## config.mk

```make
export PLATFORM = sky130hd
export DESIGN_NAME = properties_text_tokenizer_top
export DESIGN_NICKNAME = d
export VERILOG_FILES = /design/src/hw/rtl/ptt_pkg.sv /design/src/hw/rtl/ptt_decode.sv /design/src/hw/rtl/ptt_dpath.sv /design/src/hw/rtl/ptt_ctrl.sv /design/src/hw/rtl/properties_text_tokenizer_top.sv
export VERILOG_INCLUDE_DIRS = /design/src /design/src/hw/rtl
export SDC_FILE = /design/constraint.sdc
export NUM_CORES = 1
export LEC_CHECK = 0
export BUFFER_PORTS_ARGS = -buffer_cell sky130_fd_sc_hd__buf_2
export CAP_MARGIN = 20
export CORE_MARGIN = 5
export CORE_UTILIZATION = 40
export CTS_BUF_LIST = sky130_fd_sc_hd__clkbuf_8
export CTS_CLUSTER_SIZE = 8
export DETAILED_ROUTE_END_ITERATION = 12
export GPL_ROUTABILITY_DRIVEN = 0
export PLACE_DENSITY = 0.68
export SYNTH_ARGS = -nofsm -noshare
export SYNTH_HDL_FRONTEND = slang
export SYNTH_SLANG_ARGS = --single-unit
```

## constraint.sdc

```tcl
create_clock -name clk -period 4.2 [get_ports clk]
set_clock_uncertainty 0.15 [all_clocks]
set_input_delay 0.21 -clock clk [delete_from_list [all_inputs] [get_ports clk]]
set_output_delay 0.21 -clock clk [all_outputs]
set_load 0.05 [all_outputs]
```

## src/hw/rtl/properties_text_tokenizer_top_assert.svh

```systemverilog
// Assertion macros shared by the properties text tokenizer modules.
// Depends on nothing; included by the controller and the datapath.
`ifndef PROPERTIES_TEXT_TOKENIZER_TOP_ASSERT_SVH
`define PROPERTIES_TEXT_TOKENIZER_TOP_ASSERT_SVH

// same-cycle implication
`define PTT_ASSERT_IMP(label, clk, rst_n, ante, cons, msg) \
	label: assert property (@(posedge clk) disable iff (!rst_n) (ante) |-> (cons)) \
		else $error(msg);

// next-cycle implication
`define PTT_ASSERT_NXT(label, clk, rst_n, ante, cons, msg) \
	label: assert property (@(posedge clk) disable iff (!rst_n) (ante) |=> (cons)) \
		else $error(msg);

`endif

```

## src/hw/rtl/ptt_pkg.sv

```systemverilog
// Types, character codes and helpers of the properties text tokenizer.
// Depends on nothing; imported by every module of the block.
package ptt_pkg;

	localparam int CHAR_W = 16;
	localparam int KIND_W = 3;

	localparam logic [CHAR_W-1:0] CH_TAB   = 16'h0009;
	localparam logic [CHAR_W-1:0] CH_LF    = 16'h000A;
	localparam logic [CHAR_W-1:0] CH_CR    = 16'h000D;
	localparam logic [CHAR_W-1:0] CH_SPACE = 16'h0020;
	localparam logic [CHAR_W-1:0] CH_BANG  = 16'h0021;
	localparam logic [CHAR_W-1:0] CH_HASH  = 16'h0023;
	localparam logic [CHAR_W-1:0] CH_COLON = 16'h003A;
	localparam logic [CHAR_W-1:0] CH_EQ    = 16'h003D;
	localparam logic [CHAR_W-1:0] CH_BSL   = 16'h005C;
	localparam logic [CHAR_W-1:0] CH_UC_U  = 16'h0055;
	localparam logic [CHAR_W-1:0] CH_LC_U  = 16'h0075;
	localparam logic [CHAR_W-1:0] CH_LC_T  = 16'h0074;
	localparam logic [CHAR_W-1:0] CH_LC_N  = 16'h006E;
	localparam logic [CHAR_W-1:0] CH_LC_R  = 16'h0072;

	typedef enum logic [KIND_W-1:0] {
		KIND_KEY     = 3'd0,
		KIND_KEY_END = 3'd1,
		KIND_VAL     = 3'd2,
		KIND_REC_END = 3'd3,
		KIND_ABORT   = 3'd4
	} kind_t;

	typedef enum logic [6:0] {
		PH_SKIP    = 7'b0000001,
		PH_COMMENT = 7'b0000010,
		PH_KEY     = 7'b0000100,
		PH_VAL     = 7'b0001000,
		PH_ESC     = 7'b0010000,
		PH_CONT    = 7'b0100000,
		PH_HEX     = 7'b1000000
	} phase_t;

	// direct: emit at once and drop held blanks; else put through the trim buffer
	typedef struct packed {
		logic              valid;
		logic              direct;
		kind_t             kind;
		logic [CHAR_W-1:0] sym;
	} op_t;

	typedef enum logic [2:0] {
		ACT_NONE       = 3'd0,
		ACT_APPEND     = 3'd1,
		ACT_OVF_APPEND = 3'd2,
		ACT_FLUSH      = 3'd3,
		ACT_EMIT_SYM   = 3'd4,
		ACT_EMIT_CLR   = 3'd5
	} act_t;

	typedef struct packed {
		logic load;
		logic in_op2;
		act_t act;
	} cmd_t;

	typedef struct packed {
		logic valid;
		logic direct;
		logic blank;
		logic suppress;
	} op_stat_t;

	typedef struct packed {
		op_stat_t op1;
		op_stat_t op2;
		logic     held_empty;
		logic     held_full;
		logic     out_free;
	} stat_t;

	function automatic logic is_blank(input logic [CHAR_W-1:0] c);
		return (c == CH_SPACE) || (c == CH_TAB);
	endfunction

	function automatic logic is_eol(input logic [CHAR_W-1:0] c);
		return (c == CH_LF) || (c == CH_CR);
	endfunction

endpackage

```

## src/hw/rtl/ptt_decode.sv

```systemverilog
// Character decoder: parse phase transition and the ops that one item causes.
// Depends on ptt_pkg.
module ptt_decode
	import ptt_pkg::*;
(
	input  logic [CHAR_W-1:0] ch,
	input  logic              eoi,
	input  phase_t            ph,
	input  logic [2:0]        hcnt,
	input  logic [CHAR_W-1:0] hacc,
	output phase_t            ph_next,
	output logic [2:0]        hcnt_next,
	output logic [CHAR_W-1:0] hacc_next,
	output op_t               op1,
	output op_t               op2
);

	localparam logic [2:0] HEX_DIGITS = 3'd4;

	function automatic op_t mk_op(input logic direct, input kind_t kind,
		input logic [CHAR_W-1:0] sym);
		op_t o;
		o.valid  = 1'b1;
		o.direct = direct;
		o.kind   = kind;
		o.sym    = sym;
		return o;
	endfunction

	logic       hex_ok;
	logic [3:0] hex_val;
	logic [2:0] hcnt_inc;
	logic [CHAR_W-1:0] hacc_sh;

	always_comb begin
		hex_ok  = 1'b0;
		hex_val = ch[3:0];
		if (ch >= 16'h0030 && ch <= 16'h0039) begin
			hex_ok = 1'b1;
		end else if ((ch >= 16'h0061 && ch <= 16'h0066) || (ch >= 16'h0041 && ch <= 16'h0046)) begin
			hex_ok  = 1'b1;
			hex_val = ch[3:0] + 4'd9;
		end
	end

	assign hcnt_inc = hcnt + 3'd1;
	assign hacc_sh  = {hacc[CHAR_W-5:0], hex_val};

	always_comb begin
		ph_next   = ph;
		hcnt_next = hcnt;
		hacc_next = hacc;
		op1       = '0;
		op2       = '0;
		if (eoi) begin
			ph_next   = PH_SKIP;
			hcnt_next = '0;
			hacc_next = '0;
			unique case (ph) inside
				PH_KEY: op1 = mk_op(1'b1, KIND_ABORT, '0);
				PH_HEX: begin
					op1 = mk_op(1'b0, KIND_VAL, hacc);
					op2 = mk_op(1'b1, KIND_REC_END, '0);
				end
				PH_VAL, PH_ESC, PH_CONT: op1 = mk_op(1'b1, KIND_REC_END, '0);
				default: ;
			endcase
		end else begin
			unique case (ph)
				PH_COMMENT: if (is_eol(ch)) ph_next = PH_SKIP;
				PH_KEY: begin
					if (ch == CH_EQ || ch == CH_COLON) begin
						op1     = mk_op(1'b1, KIND_KEY_END, '0);
						ph_next = PH_VAL;
					end else begin
						op1 = mk_op(1'b0, KIND_KEY, ch);
					end
				end
				PH_VAL: begin
					if (is_eol(ch)) begin
						op1     = mk_op(1'b1, KIND_REC_END, '0);
						ph_next = PH_SKIP;
					end else if (ch == CH_BSL) begin
						ph_next = PH_ESC;
					end else begin
						op1 = mk_op(1'b0, KIND_VAL, ch);
					end
				end
				PH_ESC: begin
					ph_next = PH_VAL;
					if (is_eol(ch)) begin
						ph_next = PH_CONT;
					end else if (ch == CH_LC_U || ch == CH_UC_U) begin
						ph_next   = PH_HEX;
						hcnt_next = '0;
						hacc_next = '0;
					end else if (ch == CH_LC_T) begin
						op1 = mk_op(1'b0, KIND_VAL, CH_TAB);
					end else if (ch == CH_LC_N) begin
						op1 = mk_op(1'b0, KIND_VAL, CH_LF);
					end else if (ch == CH_LC_R) begin
						op1 = mk_op(1'b0, KIND_VAL, CH_CR);
					end else begin
						op1 = mk_op(1'b0, KIND_VAL, ch);
					end
				end
				PH_CONT: begin
					if (!is_blank(ch) && !is_eol(ch)) begin
						op1     = mk_op(1'b0, KIND_VAL, ch);
						ph_next = PH_VAL;
					end
				end
				PH_HEX: begin
					if (hex_ok) begin
						hacc_next = hacc_sh;
						hcnt_next = hcnt_inc;
						if (hcnt_inc >= HEX_DIGITS) begin
							op1       = mk_op(1'b0, KIND_VAL, hacc_sh);
							hcnt_next = '0;
							ph_next   = PH_VAL;
						end
					end else begin
						op1       = mk_op(1'b0, KIND_VAL, hacc);
						hcnt_next = '0;
						ph_next   = PH_VAL;
						if (is_eol(ch)) begin
							op2     = mk_op(1'b1, KIND_REC_END, '0);
							ph_next = PH_SKIP;
						end else if (ch == CH_BSL) begin
							ph_next = PH_ESC;
						end else begin
							op2 = mk_op(1'b0, KIND_VAL, ch);
						end
					end
				end
				default: begin
					ph_next = PH_SKIP;
					if (is_blank(ch) || is_eol(ch)) begin
						ph_next = PH_SKIP;
					end else if (ch == CH_HASH || ch == CH_BANG) begin
						ph_next = PH_COMMENT;
					end else if (ch == CH_EQ || ch == CH_COLON) begin
						op1     = mk_op(1'b1, KIND_KEY_END, '0);
						ph_next = PH_VAL;
					end else begin
						op1     = mk_op(1'b1, KIND_KEY, ch);
						ph_next = PH_KEY;
					end
				end
			endcase
		end
	end

endmodule

```

## src/hw/rtl/ptt_dpath.sv

```systemverilog
// Datapath: parse state, op registers, held blank buffer and output register.
// Depends on ptt_pkg, ptt_decode and the assertion macro header.
`include "properties_text_tokenizer_top_assert.svh"

module ptt_dpath
	import ptt_pkg::*;
#(
	parameter int DEPTH = 16
) (
	input  logic              clk,
	input  logic              arst_n,
	input  logic [CHAR_W-1:0] s_tdata,
	input  logic              s_tuser,
	output logic [CHAR_W-1:0] m_tdata,
	output logic [3:0]        m_tuser,
	output logic              m_tvalid,
	input  logic              m_tready,
	output logic              m_tlast,
	input  cmd_t              cmd,
	output stat_t             st
);

	localparam int CNT_W = $clog2(DEPTH + 1);
	localparam logic [CNT_W-1:0] CNT_FULL = CNT_W'(DEPTH);

	phase_t            ph_q, ph_d;
	logic [2:0]        hcnt_q, hcnt_d;
	logic [CHAR_W-1:0] hacc_q, hacc_d;
	op_t               op1_q, op2_q, op1_d, op2_d, cur;
	logic [DEPTH-1:0]  held_q;
	logic [CNT_W-1:0]  cnt_q;
	logic              vs_q;

	logic              out_valid_q, ovf_q, last_q;
	kind_t             kind_q;
	logic [CHAR_W-1:0] sym_q;

	logic              cur_tab, emit, final_emit, vs_post, op2_emits, last_d;
	logic              ovf_d;
	logic [CHAR_W-1:0] sym_d;

	ptt_decode u_decode (
		.ch        (s_tdata),
		.eoi       (s_tuser),
		.ph        (ph_q),
		.hcnt      (hcnt_q),
		.hacc      (hacc_q),
		.ph_next   (ph_d),
		.hcnt_next (hcnt_d),
		.hacc_next (hacc_d),
		.op1       (op1_d),
		.op2       (op2_d)
	);

	function automatic op_stat_t op_status(input op_t o, input logic vs);
		op_stat_t s;
		s.valid    = o.valid;
		s.direct   = o.direct;
		s.blank    = is_blank(o.sym);
		s.suppress = is_blank(o.sym) && (o.kind == KIND_VAL) && !vs;
		return s;
	endfunction

	assign cur     = cmd.in_op2 ? op2_q : op1_q;
	assign cur_tab = (cur.sym == CH_TAB);

	always_comb begin
		st.op1        = op_status(op1_q, vs_q);
		st.op2        = op_status(op2_q, vs_q);
		st.held_empty = (cnt_q == '0);
		st.held_full  = (cnt_q >= CNT_FULL);
		st.out_free   = !out_valid_q || m_tready;
	end

	// last flag: look at what the second op would emit after this one
	always_comb begin
		emit       = 1'b0;
		final_emit = 1'b0;
		ovf_d      = 1'b0;
		sym_d      = cur.sym;
		vs_post    = vs_q;
		unique case (cmd.act)
			ACT_OVF_APPEND: begin
				emit       = 1'b1;
				final_emit = 1'b1;
				ovf_d      = 1'b1;
				sym_d      = held_q[0] ? CH_TAB : CH_SPACE;
			end
			ACT_FLUSH: begin
				emit  = 1'b1;
				sym_d = held_q[0] ? CH_TAB : CH_SPACE;
			end
			ACT_EMIT_SYM: begin
				emit       = 1'b1;
				final_emit = 1'b1;
				vs_post    = vs_q || (cur.kind == KIND_VAL);
			end
			ACT_EMIT_CLR: begin
				emit       = 1'b1;
				final_emit = 1'b1;
				vs_post    = 1'b0;
			end
			default: ;
		endcase
		op2_emits = op2_q.valid && (op2_q.direct || !is_blank(op2_q.sym) ||
			(((op2_q.kind != KIND_VAL) || vs_post) && (cmd.act == ACT_OVF_APPEND)));
		last_d = final_emit && (cmd.in_op2 || !op2_emits);
	end

	always_ff @(posedge clk or negedge arst_n) begin
		if (!arst_n) begin
			ph_q   <= PH_SKIP;
			hcnt_q <= '0;
			hacc_q <= '0;
			op1_q  <= '0;
			op2_q  <= '0;
			cnt_q  <= '0;
			vs_q   <= 1'b0;
		end else begin
			if (cmd.load) begin
				ph_q   <= ph_d;
				hcnt_q <= hcnt_d;
				hacc_q <= hacc_d;
				op1_q  <= op1_d;
				op2_q  <= op2_d;
			end
			unique case (cmd.act)
				ACT_APPEND:   cnt_q <= cnt_q + CNT_W'(1);
				ACT_FLUSH:    cnt_q <= cnt_q - CNT_W'(1);
				ACT_EMIT_SYM: vs_q  <= vs_post;
				ACT_EMIT_CLR: begin
					cnt_q <= '0;
					vs_q  <= 1'b0;
				end
				default: ;
			endcase
		end
	end

	always_ff @(posedge clk) begin
		unique case (cmd.act)
			ACT_APPEND: begin
				for (int i = 0; i < DEPTH; i++) begin
					if (cnt_q == CNT_W'(i)) held_q[i] <= cur_tab;
				end
			end
			ACT_OVF_APPEND: begin
				for (int i = 0; i < DEPTH - 1; i++) held_q[i] <= held_q[i+1];
				held_q[DEPTH-1] <= cur_tab;
			end
			ACT_FLUSH: begin
				for (int i = 0; i < DEPTH - 1; i++) held_q[i] <= held_q[i+1];
			end
			default: ;
		endcase
	end

	always_ff @(posedge clk or negedge arst_n) begin
		if (!arst_n) begin
			out_valid_q <= 1'b0;
		end else if (emit) begin
			out_valid_q <= 1'b1;
		end else if (m_tready) begin
			out_valid_q <= 1'b0;
		end
	end

	always_ff @(posedge clk) begin
		if (emit) begin
			kind_q <= cur.kind;
			sym_q  <= sym_d;
			ovf_q  <= ovf_d;
			last_q <= last_d;
		end
	end

	assign m_tvalid = out_valid_q;
	assign m_tdata  = sym_q;
	assign m_tuser  = {ovf_q, kind_q};
	assign m_tlast  = last_q;

	`PTT_ASSERT_IMP(a_ovf_blank, clk, arst_n, out_valid_q && ovf_q, (sym_q == CH_SPACE) || (sym_q == CH_TAB), "overflow item is not a blank")
	`PTT_ASSERT_IMP(a_flush_nonempty, clk, arst_n, cmd.act == ACT_FLUSH, cnt_q != '0, "flush from an empty held buffer")
	`PTT_ASSERT_IMP(a_cnt_bound, clk, arst_n, 1'b1, cnt_q <= CNT_FULL, "held count beyond depth")

endmodule

```

## src/hw/rtl/ptt_ctrl.sv

```systemverilog
// Controller: accepts an item, then sequences its ops one result per cycle while the output is free.
// Depends on ptt_pkg and the assertion macro header.
`include "properties_text_tokenizer_top_assert.svh"

module ptt_ctrl
	import ptt_pkg::*;
(
	input  logic  clk,
	input  logic  arst_n,
	input  logic  s_tvalid,
	output logic  s_tready,
	input  stat_t st,
	output cmd_t  cmd
);

	typedef enum logic [2:0] {
		S_IDLE = 3'b001,
		S_OP1  = 3'b010,
		S_OP2  = 3'b100
	} state_t;

	state_t   state_q, state_d;
	op_stat_t os;
	logic     advance;

	assign s_tready = (state_q == S_IDLE);

	always_comb begin
		cmd        = '0;
		cmd.act    = ACT_NONE;
		cmd.in_op2 = (state_q == S_OP2);
		os         = cmd.in_op2 ? st.op2 : st.op1;
		advance    = 1'b0;
		state_d    = state_q;
		if (state_q != S_IDLE) begin
			if (!os.valid) begin
				advance = 1'b1;
			end else if (os.direct) begin
				if (st.out_free) begin
					cmd.act = ACT_EMIT_CLR;
					advance = 1'b1;
				end
			end else if (os.blank) begin
				if (os.suppress) begin
					advance = 1'b1;
				end else if (!st.held_full) begin
					cmd.act = ACT_APPEND;
					advance = 1'b1;
				end else if (st.out_free) begin
					cmd.act = ACT_OVF_APPEND;
					advance = 1'b1;
				end
			end else if (!st.held_empty) begin
				if (st.out_free) cmd.act = ACT_FLUSH;
			end else if (st.out_free) begin
				cmd.act = ACT_EMIT_SYM;
				advance = 1'b1;
			end
		end
		unique case (state_q)
			S_IDLE: begin
				cmd.load = s_tvalid;
				if (s_tvalid) state_d = S_OP1;
			end
			S_OP1: if (advance) state_d = st.op2.valid ? S_OP2 : S_IDLE;
			S_OP2: if (advance) state_d = S_IDLE;
			default: state_d = S_IDLE;
		endcase
	end

	always_ff @(posedge clk or negedge arst_n) begin
		if (!arst_n) begin
			state_q <= S_IDLE;
		end else begin
			state_q <= state_d;
		end
	end

	`PTT_ASSERT_IMP(a_emit_free, clk, arst_n, (cmd.act == ACT_OVF_APPEND) || (cmd.act == ACT_FLUSH) || (cmd.act == ACT_EMIT_SYM) || (cmd.act == ACT_EMIT_CLR), st.out_free, "result issued while output busy")
	`PTT_ASSERT_NXT(a_load_op1, clk, arst_n, cmd.load, state_q == S_OP1, "accepted item not sequenced")
	`PTT_ASSERT_IMP(a_op2_valid, clk, arst_n, state_q == S_OP2, st.op2.valid, "second op step without a second op")

endmodule

```

## src/hw/rtl/properties_text_tokenizer_top.sv

```systemverilog
// Properties text tokenizer, top level: controller plus datapath.
// Depends on ptt_pkg, ptt_ctrl, ptt_dpath.
//
// Takes one UTF-16 code unit (or an end mark in s_tuser) per item and streams
// tagged key and value characters of key = value records; m_tlast marks the
// final result caused by an item. An item is accepted in the idle state and then
// takes one op step, a second when a \u escape is closed by a following character
// other than a backslash or by the end mark, plus one flush step per held trailing
// blank written out before a non-blank character; the op sequencer issues a single
// result per cycle into one output register, and a stalled output holds the
// sequence.
// The held blank buffer needs no clearing pass after reset.
module properties_text_tokenizer_top
	import ptt_pkg::*;
#(
	parameter int HELD_BLANK_DEPTH = 16
) (
	input  logic        clk,
	input  logic        arst_n,
	input  logic        s_tvalid,
	output logic        s_tready,
	input  logic [15:0] s_tdata,   // [15:0] character
	input  logic        s_tuser,   // [0] end_of_input
	output logic        m_tvalid,
	input  logic        m_tready,
	output logic [15:0] m_tdata,   // [15:0] symbol
	output logic [3:0]  m_tuser,   // [2:0] kind, [3] trim_overflow
	output logic        m_tlast
);

	cmd_t  cmd;
	stat_t st;

	ptt_ctrl u_ctrl (
		.clk      (clk),
		.arst_n   (arst_n),
		.s_tvalid (s_tvalid),
		.s_tready (s_tready),
		.st       (st),
		.cmd      (cmd)
	);

	ptt_dpath #(
		.DEPTH (HELD_BLANK_DEPTH)
	) u_dpath (
		.clk      (clk),
		.arst_n   (arst_n),
		.s_tdata  (s_tdata),
		.s_tuser  (s_tuser),
		.m_tdata  (m_tdata),
		.m_tuser  (m_tuser),
		.m_tvalid (m_tvalid),
		.m_tready (m_tready),
		.m_tlast  (m_tlast),
		.cmd      (cmd),
		.st       (st)
	);

endmodule

```

== Word level (Yosys, flattened, before mapping) ==
Index checks and enable logic that the tools add are counted.

* Bits in registers: 115
* Input port bits: 21
* Output and inout bits: 23

* Add/subtract/negate cells: 4
* $lt $le $gt $ge: 8
* Eq/ne operators: 80
* Mux-type cells: 107
* Reductions and logical operators: 63

{| class="wikitable"
|+ Operator list
! kind !! number
|-
| $mux W21 || 14
|-
| $mux W16 || 8
|-
| $pmux W21 S6 || 1
|-
| $eq A16 B6 Y1 const B || 7
|-
| $eq A16 B4 Y1 const B || 6
|-
| $eq A16 B7 Y1 const B || 6
|-
| $mux W7 || 10
|-
| $pmux W21 S3 || 1
|-
| $mux W3 || 18
|-
| $pmux W7 S6 || 1
|-
| $eq A5 B4 Y1 const B || 8
|-
| $ge A16 B7 Y1 const B || 2
|-
| $le A16 B7 Y1 const B || 2
|-
| $mux W1 || 32
|-
| $ne A2 B1 Y1 const B || 16
|-
| $pmux W16 S2 || 1
|-
| $reduce_and A2 Y1 || 16
|-
| $pmux W15 S2 || 1
|-
| $mux W4 || 6
|-
| $eq A5 B3 Y1 const B || 4
|-
| $mux W20 || 1
|-
| $mux W19 || 1
|-
| $eq A3 B2 Y1 const B || 6
|-
| $mux W17 || 1
|-
| 44 further kinds || 93
|}

== Depth between registers and ports, before layout ==
Gate-level depths: netlist of run 1.

* Word-level depth: 19
* Gate-level depth with buffers: 11

== By module ==
From an unflattened synthesis of run 1, not the netlist that was laid out.

* Cells, all modules: 734
* Area, all modules: 7,322.0 µm²

{| class="wikitable"
|+ Modules (own cells, without submodules)
! module !! instances !! cells each !! area each (µm²) !! seq. area each (µm²)
|-
| ptt_dpath || 1 || 378 || 5,037.3 || 2,989.1
|-
| ptt_decode || 1 || 312 || 1,926.8 || 0.0
|-
| ptt_ctrl || 1 || 44 || 357.8 || 76.3
|}

== Least setup slack after synthesis of run 1 ==
Ideal clock, no wire load.

* Path kind: register to register
* Start point: register u_ctrl.state_q[0]
* End point: register u_dpath.cnt_q[3]
* Library setup time: 145 ps
* Arrival: 2,909 ps
* Required time: 3,905 ps
* Setup slack: 997 ps
* Cell stages (with the launch flop): 10
* Period minus slack after synthesis: 3,203 ps
* Cells stage by stage: dfstp_2 -> buf_4 -> or3b_1 -> buf_4 -> mux2i_1 -> nand2_1 -> a31oi_1 -> nor3b_1 -> a21oi_1 -> nand4_1

* Cells in the longest elaborated chain, start to end: 9
* Elaborated cells on any way between the ends: 13
* Classes of those cells: eq/ne (5); mux (7); reduce/logical (1)

{| class="wikitable"
|+ RTL lines
! what !! RTL line !! RTL
|-
| start: declaration || ptt_ctrl.sv:22 || <nowiki>state_t state_q, state_d;</nowiki>
|-
| start signal: assignment || ptt_ctrl.sv:75 || <nowiki>state_q <= state_d;</nowiki>
|-
| $eq A3 B3 Y1 || ptt_ctrl.sv:31 || <nowiki>cmd.in_op2 = (state_q == S_OP2);</nowiki>
|-
| $mux W4 || ptt_ctrl.sv:32 || <nowiki>os = cmd.in_op2 ? st.op2 : st.op1;</nowiki>
|-
| $mux W3 || ptt_ctrl.sv:44 || <nowiki>if (os.suppress) begin</nowiki>
|-
| $mux W3 || ptt_ctrl.sv:43 || <nowiki>end else if (os.blank) begin</nowiki>
|-
| $mux W3 || ptt_ctrl.sv:38 || <nowiki>end else if (os.direct) begin</nowiki>
|-
| $mux W3 || ptt_ctrl.sv:36 || <nowiki>if (!os.valid) begin</nowiki>
|-
| $mux W3 (*) || ptt_ctrl.sv:35 || <nowiki>if (state_q != S_IDLE) begin</nowiki>
|-
| $eq A3 B3 Y1, or another cell as far along || ptt_dpath.sv:127 || <nowiki>unique case (cmd.act)</nowiki>
|-
| $pmux W5 S3 / $reduce_bool A3 Y1 (equally long branches) || - ||
|-
| end signal: assignment || ptt_dpath.sv:128 || <nowiki>ACT_APPEND: cnt_q <= cnt_q + CNT_W'(1);</nowiki>
|-
| end signal: assignment || ptt_dpath.sv:129 || <nowiki>ACT_FLUSH: cnt_q <= cnt_q - CNT_W'(1);</nowiki>
|-
| end: declaration || ptt_dpath.sv:31 || <nowiki>logic [CNT_W-1:0] cnt_q;</nowiki>
|}

Every way passes the cells marked *; elsewhere a longest branch is shown, timed or not.
A chain may end at the register's enable or synchronous reset.

== Worst setup path after layout of run 1 ==
* Start point: input s_tdata[1]
* End point: register u_dpath.ph_q[1]

* Cells in the longest elaborated chain, start to end: 8
* Elaborated cells on any way between the ends: 43
* Classes of those cells: order compare (6); eq/ne (14); mux (10); reduce/logical (13)

{| class="wikitable"
|+ RTL lines
! what !! RTL line !! RTL
|-
| start: declaration || properties_text_tokenizer_top.sv:22 || <nowiki>input logic [15:0] s_tdata,</nowiki>
|-
| $ge A16 B7 Y1 / $le A16 B7 Y1 (equally long branches) || ptt_decode.sv:40 || <nowiki>end else if ((ch >= 16'h0061 && ch <= 16'h0066) || (ch >= 16'h0041 && ch <= 16'h0046)) begin</nowiki>
|-
| $logic_and A1 B1 Y1 || ptt_decode.sv:40 ||
|-
| $logic_or A1 B1 Y1 || ptt_decode.sv:40 ||
|-
| $mux W1 || ptt_decode.sv:40 ||
|-
| $mux W1 || ptt_decode.sv:38 || <nowiki>if (ch >= 16'h0030 && ch <= 16'h0039) begin</nowiki>
|-
| $mux W7 || ptt_decode.sv:114 || <nowiki>if (hex_ok) begin</nowiki>
|-
| $pmux W7 S6 || ptt_decode.sv:69 || <nowiki>unique case (ph)</nowiki>
|-
| $mux W7 || ptt_decode.sv:55 || <nowiki>if (eoi) begin</nowiki>
|-
| end signal: assignment || ptt_dpath.sv:121 || <nowiki>ph_q <= ph_d;</nowiki>
|-
| end: declaration || ptt_dpath.sv:26 || <nowiki>phase_t ph_q, ph_d;</nowiki>
|}

Several ways; a longest one is shown, not always the timed one.

==> results.md, run 1 <==
- Clock slew at reported path FFs: 0.11 ns
- IR drop worst, VDD: ~270 uV
- Register area share after synthesis: between 40 and 50%
- Drt total wl: approximately 17,000 um
- Yosys reg bits: between 100 and 150
- Cells taking the most area after synthesis: dfrtp_1 (27%), edfxtp_1 (17%), nand2_1 (5.3%)
- Cts-stage hold buffer count: 13
- GRT Residual Overflow: 0
- Status: finished clean
- Critical path endpoint category: flop
- Cell area power density: approximately 570 nW/um2
- Ant diodes: 0
- Leak: between 2 and 3 nW
- CTS Root Buffer Type: clkbuf_8
- Yosys warns: 0
- Max FO, Critical Path: 11
- Dominant cell type by area after synthesis: dfrtp_1
- TritonCTS clock tree: done
- Post-route setup TNS: 0 ns
- Crit Path Category: in -> reg
- CTS Buffer Depth: 2
- Core box area: 16,500 um2
- DRC violations left: 0
- Synth Flop Type: dfrtp_1
- Nets: 771
- Vias in the first global route: ~5,300
- Yosys top cell area share: 27.4%
- Cell area after placement: 7040 um2
- First-pass GRT wire length: ~28,000 um
- Hold_ws: approximately 0.044 ns
- Fin crit period: 3.58 ns
- Setup Buffers After CTS: 0
- Later-pin clock latency in the skew report: 0.40 ns
- I/O pin cnt: 44
- Layout Cells excl Fill: 963
- Die Wd: 139 um
- Syn_nets: between 700 and 800
- Worst EP required: ~4.3 ns
- CP startpoint kind: input pin
- Slew margin rel.: roughly a third
- Final count of negative-setup-slack endpoints: 0
- DR vias/cell: 5.83
- Starting Density: 40.5%
- Initial drt markers: 533
- Total chip power: 4.19 mW
- Post-DR wirelength/cell: ~18 um
- Synth Cell Area: roughly 6700 um2
- Syn_area_per_cell: approximately 9.4 um2
- First-pass iteration count of the detailed router: 5
- Hold WC Path Type: in -> reg
- Largest net degree at the start of global routing: 76
- Pins Over Slew Limit: 0
- Via Count: approximately 5,600
- Initial antenna violation count: 0
- Most common cell in the netlist: nand2_1
- # resized after CTS: 0
- Fin crit share: a little under nine tenths
- DIE HEIGHT: roughly 140 um
- Max-cap violations: 0
- Post-route ant nets: 0
- Tot GR Track Use: 18.0%
- F_max: about 280 MHz
- Die ar.: 19,400 um2
- Slack of the critical path: around 0.62 ns
- Netlist cell types: slightly above 80
- Asr flop ratio synth: between 60% and 70%
- Detailed placement HPWL: about 12,000 um
- Core Util, Final: 44.9%
- Critical Path AT: 3.72 ns
- Port Buffers: 43
- Final instance area: 7390 um2
- H-Tree Depth: 3
- RSZ-0062 raised after global routing: false
- Placed cell count: 933
- Clock sinks: 112
- Hold Vio Cnt, Final: 0
- Fillers: around 1,600
- Most frequent cells after synthesis: nand2_1 (94), dfrtp_1 (73), nor2_1 (48), o21ai_0 (39), edfxtp_1 (37)
- Area grow syn2layout: 10.8%
- Synthesized instance count: about 710
- Cell row count: 47
- Total CTS buffers: 9
- Dpl ws: slightly below 0.8 ns
- Post-synth EDFFs: 37
- Worst-margin pin slew: approximately 1 ns
- Share of cells above drive strength 1: between 10% and 20%
-- path summary, 6_finish.rpt --
path	slack (ns)	cells after the start	startpoint	end
max in group asynchronous	2.92	2	arst_n	u_ctrl.state_q[1]
min reg2reg	0.35	2	u_dpath.hacc_q[15]	u_dpath.hacc_q[15]
max reg2reg	0.95	8	u_ctrl.state_q[2]	u_dpath.held_q[11]
min in group asynchronous	0.34	2	arst_n	u_dpath.hacc_q[12]
min	0.04	3	s_tdata[4]	u_dpath.op1_q[4]
max	0.62	11	s_tdata[1]	u_dpath.ph_q[1]
-- kinds of logic after synthesis --
family / count (synthesis) / share of synthesized area [%]
simple gates: 276 / 22.4
flops: 112 / 44.8
buf+inv: 64 / 4.09
mux: 13 / 2.12
compound gates: 227 / 23.6
fa+ha+maj: 12 / 2.25
xor+xnor: 5 / 0.656
-- worst max-delay path: stages --
cell           delay, ns
dlygate4sd3_1       0.51
buf_2               0.17
inv_1               0.11
ha_1                0.28
or3b_1              0.38
and3_1              0.17
o21ai_1             0.66
nor2_1              0.17
a211oi_1            0.37
o21a_1              0.33
mux2_1              0.35
-- layout make-up --
class,count,area [um2],area share [%]
Clock buffer,9,124,1.68
Clock inverter,7,95.1,1.29
Sequential cell,112,2990,40.5
Tap cell,220,275,3.72
Inverter,15,56.3,0.762
Timing Repair Buffer,67,430,5.82
Multi-Input combinational cell,533,3420,46.3
-- placed cells by master, fill, tap and decap left out, drive strengths merged, types with 4 or more instances in the layout --
cell type / n
nand2: 94
dfrtp: 73
buf: 54
o21ai: 50
nor2: 49
edfxtp: 37
a21oi: 32
nor3: 24
o21a: 23
inv: 20
o22ai: 17
a22o: 17
nand3: 17
a21o: 13
dlygate4sd3: 13
a221oi: 12
ha: 12
nor4: 12
a31oi: 11
nor3b: 10
and3: 9
clkbuf: 9
and2: 8
a211oi: 8
mux2i: 7
nor2b: 7
o31ai: 7
nand2b: 7
mux2: 6
or3: 5
nor4b: 5
nand3b: 4
o32a: 4
nand4b: 4
a22oi: 4
or2: 4
-- sequential cells by signal, summed over array words and instances (netlist names) --
name              cells
u_dpath.ovf_q         1
u_dpath.m_tvalid      1
u_dpath.m_tdata      16
u_dpath.st            2
u_dpath.op1_q        19
u_dpath.op2_q        18
u_ctrl.state_q        3
u_dpath.kind_q        3
u_dpath.ph_q          7
u_dpath.hacc_q       16
u_dpath.held_q       16
u_dpath.cnt_q         5
u_dpath.vs_q          1
u_dpath.hcnt_q        3
u_dpath.m_tlast       1
-- power breakdown --
part	switching (mW)	internal [mW]	total, mW
sequential	0.262	1.48	1.75
clock	0.428	0.296	0.724
combinational	1.16	0.560	1.72
total	1.85	2.34	4.19
-- per-layer routing --
layer / part of all wire (%) / vias to the layer above / track usage, %
li1: - / 2704 / -
met1: 44 / 2696 / 25.2
met2: 47 / 198 / 28.9
met3: 6.9 / 18 / 4.00
met4: 1.2 / 0 / 3.55
met5: 0 / - / 0
Note: power is estimated with default switching activity, not from simulation.
==> inputs of run 2 (changes only) <==
--- a/config.mk
+++ b/config.mk
@@ -6,6 +6,7 @@
 export SDC_FILE = /design/constraint.sdc
 export NUM_CORES = 1
 export LEC_CHECK = 0
+export ABC_AREA = 1
 export BUFFER_PORTS_ARGS = -buffer_cell sky130_fd_sc_hd__buf_2
 export CAP_MARGIN = 20
 export CORE_MARGIN = 5
@@ -14,7 +15,7 @@
 export CTS_CLUSTER_SIZE = 8
 export DETAILED_ROUTE_END_ITERATION = 12
 export GPL_ROUTABILITY_DRIVEN = 0
-export PLACE_DENSITY = 0.68
+export PLACE_DENSITY = 0.67
 export SYNTH_ARGS = -nofsm -noshare
 export SYNTH_HDL_FRONTEND = slang
 export SYNTH_SLANG_ARGS = --single-unit
==> results.md, run 2 <==
- Syn_area_per_cell: 7.74 um2 (-18%)
- Clock sinks: 112 (unchanged)
- Nets: 965 (+25%)
- Register area share after synthesis: 42.9% (-1.9 points)
- First-pass iteration count of the detailed router: 5 (unchanged)
- RSZ-0062 raised after global routing: false
- Crit-path most repeated cell: nand2_1
- Cells taking the most area after synthesis: dfrtp_1 (26%), edfxtp_1 (16%), nand2_1 (9.9%)
- Pint: 2.52 mW (+7.8%)
- Slowest Stage Delay on Critical Path: 0.58 ns (-0.08 ns)
- Share of power burned in registers: 36.3% (-5.4 points)
- Crit path max-delay cell type: dfstp_2
- DRC violations left: 0 (unchanged)
- Netlist cell types: 57 (-31%)
- GRT Residual Overflow: 0 (unchanged)
- Cell area power density: 649 nW/um2 (+14%)
- Asr flop ratio synth: 67.0% (unchanged)
- Initial drt markers: 522 (-2.1%)
- Synth Cell Area: 6960 um2 (+4.4%)
- Cell row count: 48 (+2.1%)
- Post-synth EDFFs: 37 (unchanged)
- Final count of negative-setup-slack endpoints: 0 (unchanged)
- Initial antenna violation count: 0 (unchanged)
- CP Cell Sequence: nor2_2 > nand2_4 > inv_4 > nand2_1 > a21oi_2 > o31ai_2 > nand4_4 > inv_2 > nand2_1 > o21a_1
- H-Tree Depth: 3 (unchanged)
- IR drop worst, VDD: 547 uV (+110%)
- Tot GR Track Use: 17.7% (-0.31 points)
- Post-route setup TNS: 0 ns (unchanged)
- # resized after CTS: 0 (unchanged)
- Most common cell after layout, fill and taps aside: nand2_1
- Core box area: 17,200 um2 (+4.3%)
- Leak: 3.57 nW (+20%)
- Top reg by flops: u_dpath.op1_q
- I/O pin cnt: 44 (unchanged)
- Synthesized instance count: 900 (+27%)
- Die Wd: 142 um (+2.0%)
- Later-pin clock latency in the skew report: 0.40 ns (about the same)
- Worst-margin pin slew: 0.811 ns (-0.163 ns)
- Hold Vio Cnt, Final: 0 (unchanged)
- Slew margin rel.: 44.5% (+9.5 points)
- Synth Flop Type: dfrtp_1
- Cts-stage hold buffer count: 7 (-6)
- Post-route ant nets: 0 (unchanged)
- Area grow syn2layout: 9.18%
- DIE HEIGHT: 142 um (+2.0%)
- Share of cells above drive strength 1: 14.2% (+1.3 points)
- Hold WC Path Type: in -> reg
- Max-cap violations: 0 (unchanged)
- Critical path endpoint category: flop
- Crit Path Category: reg -> reg
- DR vias/cell: 5.22 (-10%)
- Critical Path AT: 3.21 ns (-0.51 ns)
- Most common cell in the netlist: nand2_1
- F_max: 313 MHz (+12%)
- Comb pwr share: 49.8% (+8.8 points)
- Pins Over Slew Limit: 0 (unchanged)
- Worst EP required: 4.22 ns (-0.12 ns)
- Yosys reg bits: 112 (unchanged)
- First-pass GRT wire length: 28,800 um (+1.3%)
- TritonCTS clock tree: done
- CTS Root Buffer Type: clkbuf_8
- Most frequent cells after synthesis: nand2_1 (183), inv_1 (124), nor2_1 (100), dfrtp_1 (73), o21ai_0 (60)
- CTS Buffer Depth: 2 (unchanged)
- Sw frac: 48.8% (+4.7 points)
- Switching pwr: 2.41 mW (+30%)
- Via Count: 6,065 (+8.0%)
- Die ar.: 20,100 um2 (+4.0%)
- Yosys warns: 0 (unchanged)
- Max FFs per register: 19 (unchanged)
- Status: finished clean
- Ant diodes: 0 (unchanged)
- Dominant cell type by area after synthesis: dfrtp_1
- Fin crit period: 3.20 ns (-0.389 ns)
- Setup Buffers After CTS: 0 (unchanged)
- Drt total wl: 17,500 um (+1.3%)
- Clock power frac: 13.9% (-3.4 points)
- Largest net degree at the start of global routing: 76 (unchanged)
- Regs by FF count: u_dpath.op1_q: 19 flops, u_dpath.op2_q: 18 flops
- Vias in the first global route: 5,706 (+6.8%)
- Detailed placement HPWL: 12,800 um (+3.4%)
- Fin crit share: 76.1% (-9.3 points)
- Most frequent cells in the layout: nand2_1 (183), inv_1 (124), nor2_1 (100)
- Hold_ws: 0.0243 ns (-0.0198 ns)
- Clock slew at reported path FFs: 0.12 ns (about the same)
- Post-DR wirelength/cell: 15.1 um (-16%)
- Starting Density: 40.5% (about the same)
- Syn_nets: 933 (+26%)
- Port Buffers: 43 (unchanged)
- Total CTS buffers: 9 (unchanged)
- Yosys top cell area share: 26.2% (-1.1 points)
- CP startpoint kind: flop
- Max FO, Critical Path: 37 (+26)
-- run 2: cell count changes after synthesis, sizes merged, moves of 13 or more --
cell / before / now
a21o: 13 / 0
a21oi: 32 / 46
nand2: 94 / 193
o21ai: 50 / 83
clkbuf: 33 / 12
o22ai: 17 / 43
nand3: 17 / 44
a22o: 17 / 1
inv: 15 / 142
nor2: 49 / 111
o21a: 23 / 2
-- run 2: metrics by stage --
| step | total power [mW] | utilization, % | setup slack [ns] | cell area, um2 | instances |
|---|---|---|---|---|---|
| floorplan | 3.71 | - | 1.54 | 6960 | 900 |
| global placement | 4.24 | 42.5 | 1.11 | 7300 | 1138 |
| detailed placement | 4.26 | 42.5 | 1.03 | 7300 | 1138 |
| CTS | 4.95 | 44.1 | 1.01 | 7570 | 1161 |
| global route | 5.31 | 44.3 | 0.780 | 7600 | 1162 |
| finish | 4.93 | 44.3 | 1.00 | 7600 | 1162 |
-- run 2: worst paths after layout --
path	from	endpoint	slack (ns)	depth (start not counted)
max	u_ctrl.state_q[0]	u_dpath.m_tdata[5]	1.00	10
min	s_tdata[8]	u_dpath.op2_q[8]	0.02	3
max reg2reg	u_ctrl.state_q[0]	u_dpath.m_tdata[5]	1.00	10
min reg2reg	u_dpath.hcnt_q[0]	u_dpath.hcnt_q[0]	0.34	1
max in group asynchronous	arst_n	u_dpath.ph_q[0]	3.24	3
min in group asynchronous	arst_n	u_dpath.hacc_q[15]	0.04	2
-- run 2: cells by family (layout without fill, tap and decap cells) --
group                      Yosys count  after routing  share of synthesized area, %
and+or+nand+nor                    383            383                          25.1
AOI/OAI and AO/OA                  209            209                          18.3
xor gates and xnor gates             8              8                          1.01
buffers and inverters              176            213                          10.5
adders and majority gates           12             12                          2.16
DFF                                112            112                          42.9
-- run 2: per-layer routing --
metal	share of wire (%)	track usage, %	routed length (um)
met5	0	0	0
met4	1.9	5.25	339
met3	5.7	3.53	999
met2	45	27.5	7910
met1	47	25.1	8290
-- run 2: area by class of cell --
class	count	area (um2)
Inverter	143	544
Clock inverter	7	81.3
Fill cell	1782	9570
Timing Repair Buffer	54	338
Multi-Input combinational cell	612	3240
Tap cell	225	282
Sequential cell	112	2990
Clock buffer	9	124
-- run 2: power by group through the flow --
stage	registers, mW	clock network, mW	logic (mW)
4_1_cts	1.79	0.699	2.46
6_report	1.79	0.683	2.46
2_1_floorplan	2.13	0	1.58
3_3_place_gp	1.81	0	2.43
3_5_place_dp	1.82	0	2.44
5_1_grt	1.83	0.743	2.73
-- run 2: critical path: cells and delay by family, from the launching register on --
| kind | cells | cell delay, ns |
|---|---|---|
| DFF | 1 | 0.58 |
| buffers and inverters | 2 | 0.64 |
| AOI/OAI and AO/OA | 3 | 0.49 |
| and+or+nand+nor | 5 | 1.11 |
==> inputs of run 3 (changes only) <==
--- a/config.mk
+++ b/config.mk
@@ -15,7 +15,7 @@
 export CTS_CLUSTER_SIZE = 8
 export DETAILED_ROUTE_END_ITERATION = 12
 export GPL_ROUTABILITY_DRIVEN = 0
-export PLACE_DENSITY = 0.67
+export PLACE_DENSITY = 0.7
 export SYNTH_ARGS = -nofsm -noshare
 export SYNTH_HDL_FRONTEND = slang
 export SYNTH_SLANG_ARGS = --single-unit
==> constraint.sdc (replaced) <==
create_clock -name clk -period 2.79 [get_ports clk]
set_clock_uncertainty 0.15 [all_clocks]
set_input_delay 0.1395 -clock clk [delete_from_list [all_inputs] [get_ports clk]]
set_output_delay 0.1395 -clock clk [all_outputs]
set_load 0.05 [all_outputs]
==> results.md, run 3 (synthesized netlist as in run 2, its figures left out) <==
- Status: finished clean
- Clock slew at reported path FFs: 0.10 ns (-0.02 ns)
- Clock sinks: 112 (unchanged)
- CP Cell Sequence: dlygate4sd3_1 > buf_2 > clkinvlp_4 > ha_1 > inv_1 > nand2_1 > nor2_1 > nor2_2 > nand3_2 > nand2_8 > nand2_1 > nand2_4 > a21oi_1 > o21ai_1 > o211ai_1 > nand2_1 > a21oi_1
- Detailed placement HPWL: 13,000 um (+1.5%)
- Max FO, Critical Path: 15 (-59%)
- Worst-margin pin slew: 0.951 ns (+0.140 ns)
- Max-cap violations: 0 (unchanged)
- Drt total wl: 17,400 um (-0.68%)
- Top reg by flops: u_dpath.op1_q
- Multi-input gate area: 3270 um2 (+0.96%)
- Total CTS buffers: 9 (unchanged)
- Tot GR Track Use: 17.6% (-0.093 points)
- Hold WC Path Type: in -> reg
- Hold_ws: 0.0506 ns (+0.0263 ns)
- CTS Buffer Depth: 2 (unchanged)
- Seq. cell area: 2990 um2 (unchanged)
- CTS Root Buffer Type: clkbuf_8
- DRC violations left: 0 (unchanged)
- Cell area after placement: 7420 um2 (+1.6%)
- Leak: 3.67 nW (+2.8%)
- F_max: approximately 380 MHz
- First-pass iteration count of the detailed router: 5 (unchanged)
- Ant diodes: 0 (unchanged)
- Slack of the critical path: 0.138 ns (-0.866 ns)
- Cell area power density: 969 nW/um2 (+49%)
- Critical Path AT: 2.81 ns (-0.40 ns)
- Cell row count: 48 (unchanged)
- Slowest Stage Delay on Critical Path: 0.53 ns (-0.05 ns)
- Worst-case reg-to-reg path depth: 12 (+2)
- Max FFs per register: 19 (unchanged)
- IR drop worst, VDD: 630 uV (+15%)
- Post-DR wirelength/cell: 14.7 um (-2.4%)
- Final count of negative-setup-slack endpoints: 0 (unchanged)
- CP startpoint kind: input pin
- Slew margin rel.: 36.6% (-7.9 points)
- Dpl ws: 0.0608 ns (-0.966 ns)
- Final instance area: 7820 um2 (+2.8%)
- Die Wd: 142 um (unchanged)
- Min-delay src: s_tdata[4]
- Worst EP required: 2.95 ns (-1.27 ns)
- Crit-path most repeated cell: nand2_1
- Post-route ant nets: 0 (unchanged)
- Largest net degree at the start of global routing: 76 (unchanged)
- Regs by FF count: u_dpath.op1_q: 19 flops, u_dpath.op2_q: 18 flops
- Crit Path Category: in -> reg
- Pins Over Slew Limit: 0 (unchanged)
- Reg2Reg Capture Point: u_dpath.held_q[3]
- Crit path to: u_dpath.op1_q[2]
- FF-to-FF Start: u_dpath.op1_q[1]
- Core box area: 17,200 um2 (unchanged)
- CP Launch Point: s_tdata[1]
- Die ar.: 20,100 um2 (unchanged)
- Most common cell after layout, fill and taps aside: nand2_1
- Initial antenna violation count: 0 (unchanged)
- Later-pin clock latency in the skew report: 0.39 ns (about the same)
- Fin crit period: 2.65 ns
- Fin crit share: between 90% and 100%
- Port Buffers: 43 (unchanged)
- I/O pin cnt: 44 (unchanged)
- H-Tree Depth: 3 (unchanged)
- Initial drt markers: 685 (+31%)
- Crit path max-delay cell type: dlygate4sd3_1
- TritonCTS clock tree: done
- Most frequent cells in the layout: nand2_1 (183), inv_1 (124), nor2_1 (99)
- Starting Density: 40.5% (unchanged)
- Vias in the first global route: 5,821 (+2.0%)
- First-pass GRT wire length: 28,700 um (-0.38%)
- Hold Vio Cnt, Final: 0 (unchanged)
- Fillers: 1,712 (-3.9%)
- Via Count: 6,223 (+2.6%)
- Share of cells above drive strength 1: 15.6% (+1.4 points)
- Area grow syn2layout: 12.2%
- DR vias/cell: 5.26 (+0.78%)
- Total chip power: 7.57 mW (+54%)
- Nets: 986 (+2.2%)
- GRT Residual Overflow: 0 (unchanged)
- Core Util, Final: 45.5% (+1.2 points)
- Critical path endpoint category: flop
- DIE HEIGHT: 142 um (unchanged)
- Reg2reg setup slack: 0.25 ns (-0.75 ns)
[run 3: per-layer routing]
layer	track usage (%)	vias to the layer above	routed length [um]
li1	-	3095	-
met1	25.5	2876	8180
met2	26.7	229	7730
met3	2.89	23	1190
met4	6.16	0	322
met5	0	-	0
[run 3: critical path: cells and delay by family]
family          cells  cell delay (ns)
compound gates      4             0.55
fa+ha+maj           1             0.22
simple gates        8             0.90
buf+inv             4             0.99
[run 3: power breakdown]
group	internal [mW]	switching [mW]	total, mW
registers	2.37	0.291	2.66
clock network	0.489	0.550	1.04
logic	1.12	2.75	3.87
total	3.99	3.59	7.57
[run 3: how the worst min path moves through the flow]
| stage | slack (ns) | end | cells after the start |
|---|---|---|---|
| after global placement | 0.21 | u_dpath.hacc_q[15] | 1 |
| after floorplan | -0.31 | u_ctrl.state_q[1] | 0 |
| after CTS | 0.008 | u_dpath.op2_q[4] | 3 |
| after global routing | 0.05 | u_dpath.hacc_q[0] | 3 |
| after detailed placement | 0.21 | u_dpath.hacc_q[15] | 1 |
| final | 0.05 | u_dpath.op2_q[4] | 3 |
[run 3: final cells by class]
type / instances / share of cell area (%)
repair buffers: 75 / 6.47
inverters: 143 / 7.01
clock buffers: 12 / 2.11
clock inverters: 4 / 0.640
flip-flops and latches: 112 / 38.3
well taps: 225 / 3.60
multi-input cells: 612 / 41.9
[run 3: metrics by stage]
stage | cells | setup TNS (ns)
final | 1183 | 0
after global routing | 1183 | -0.00975
after CTS | 1182 | 0
after detailed placement | 1152 | 0
after global placement | 1152 | 0
after floorplan | 900 | 0
[run 3: what timing repair did]
item / 4_1_cts / 5_1_grt
setup endpoints to repair: 0 / 43
resized for setup: 0 / 7
hold buffers: 14 / 0
buffers inserted: 0 / 1
hold endpoints to repair: 87 / 0
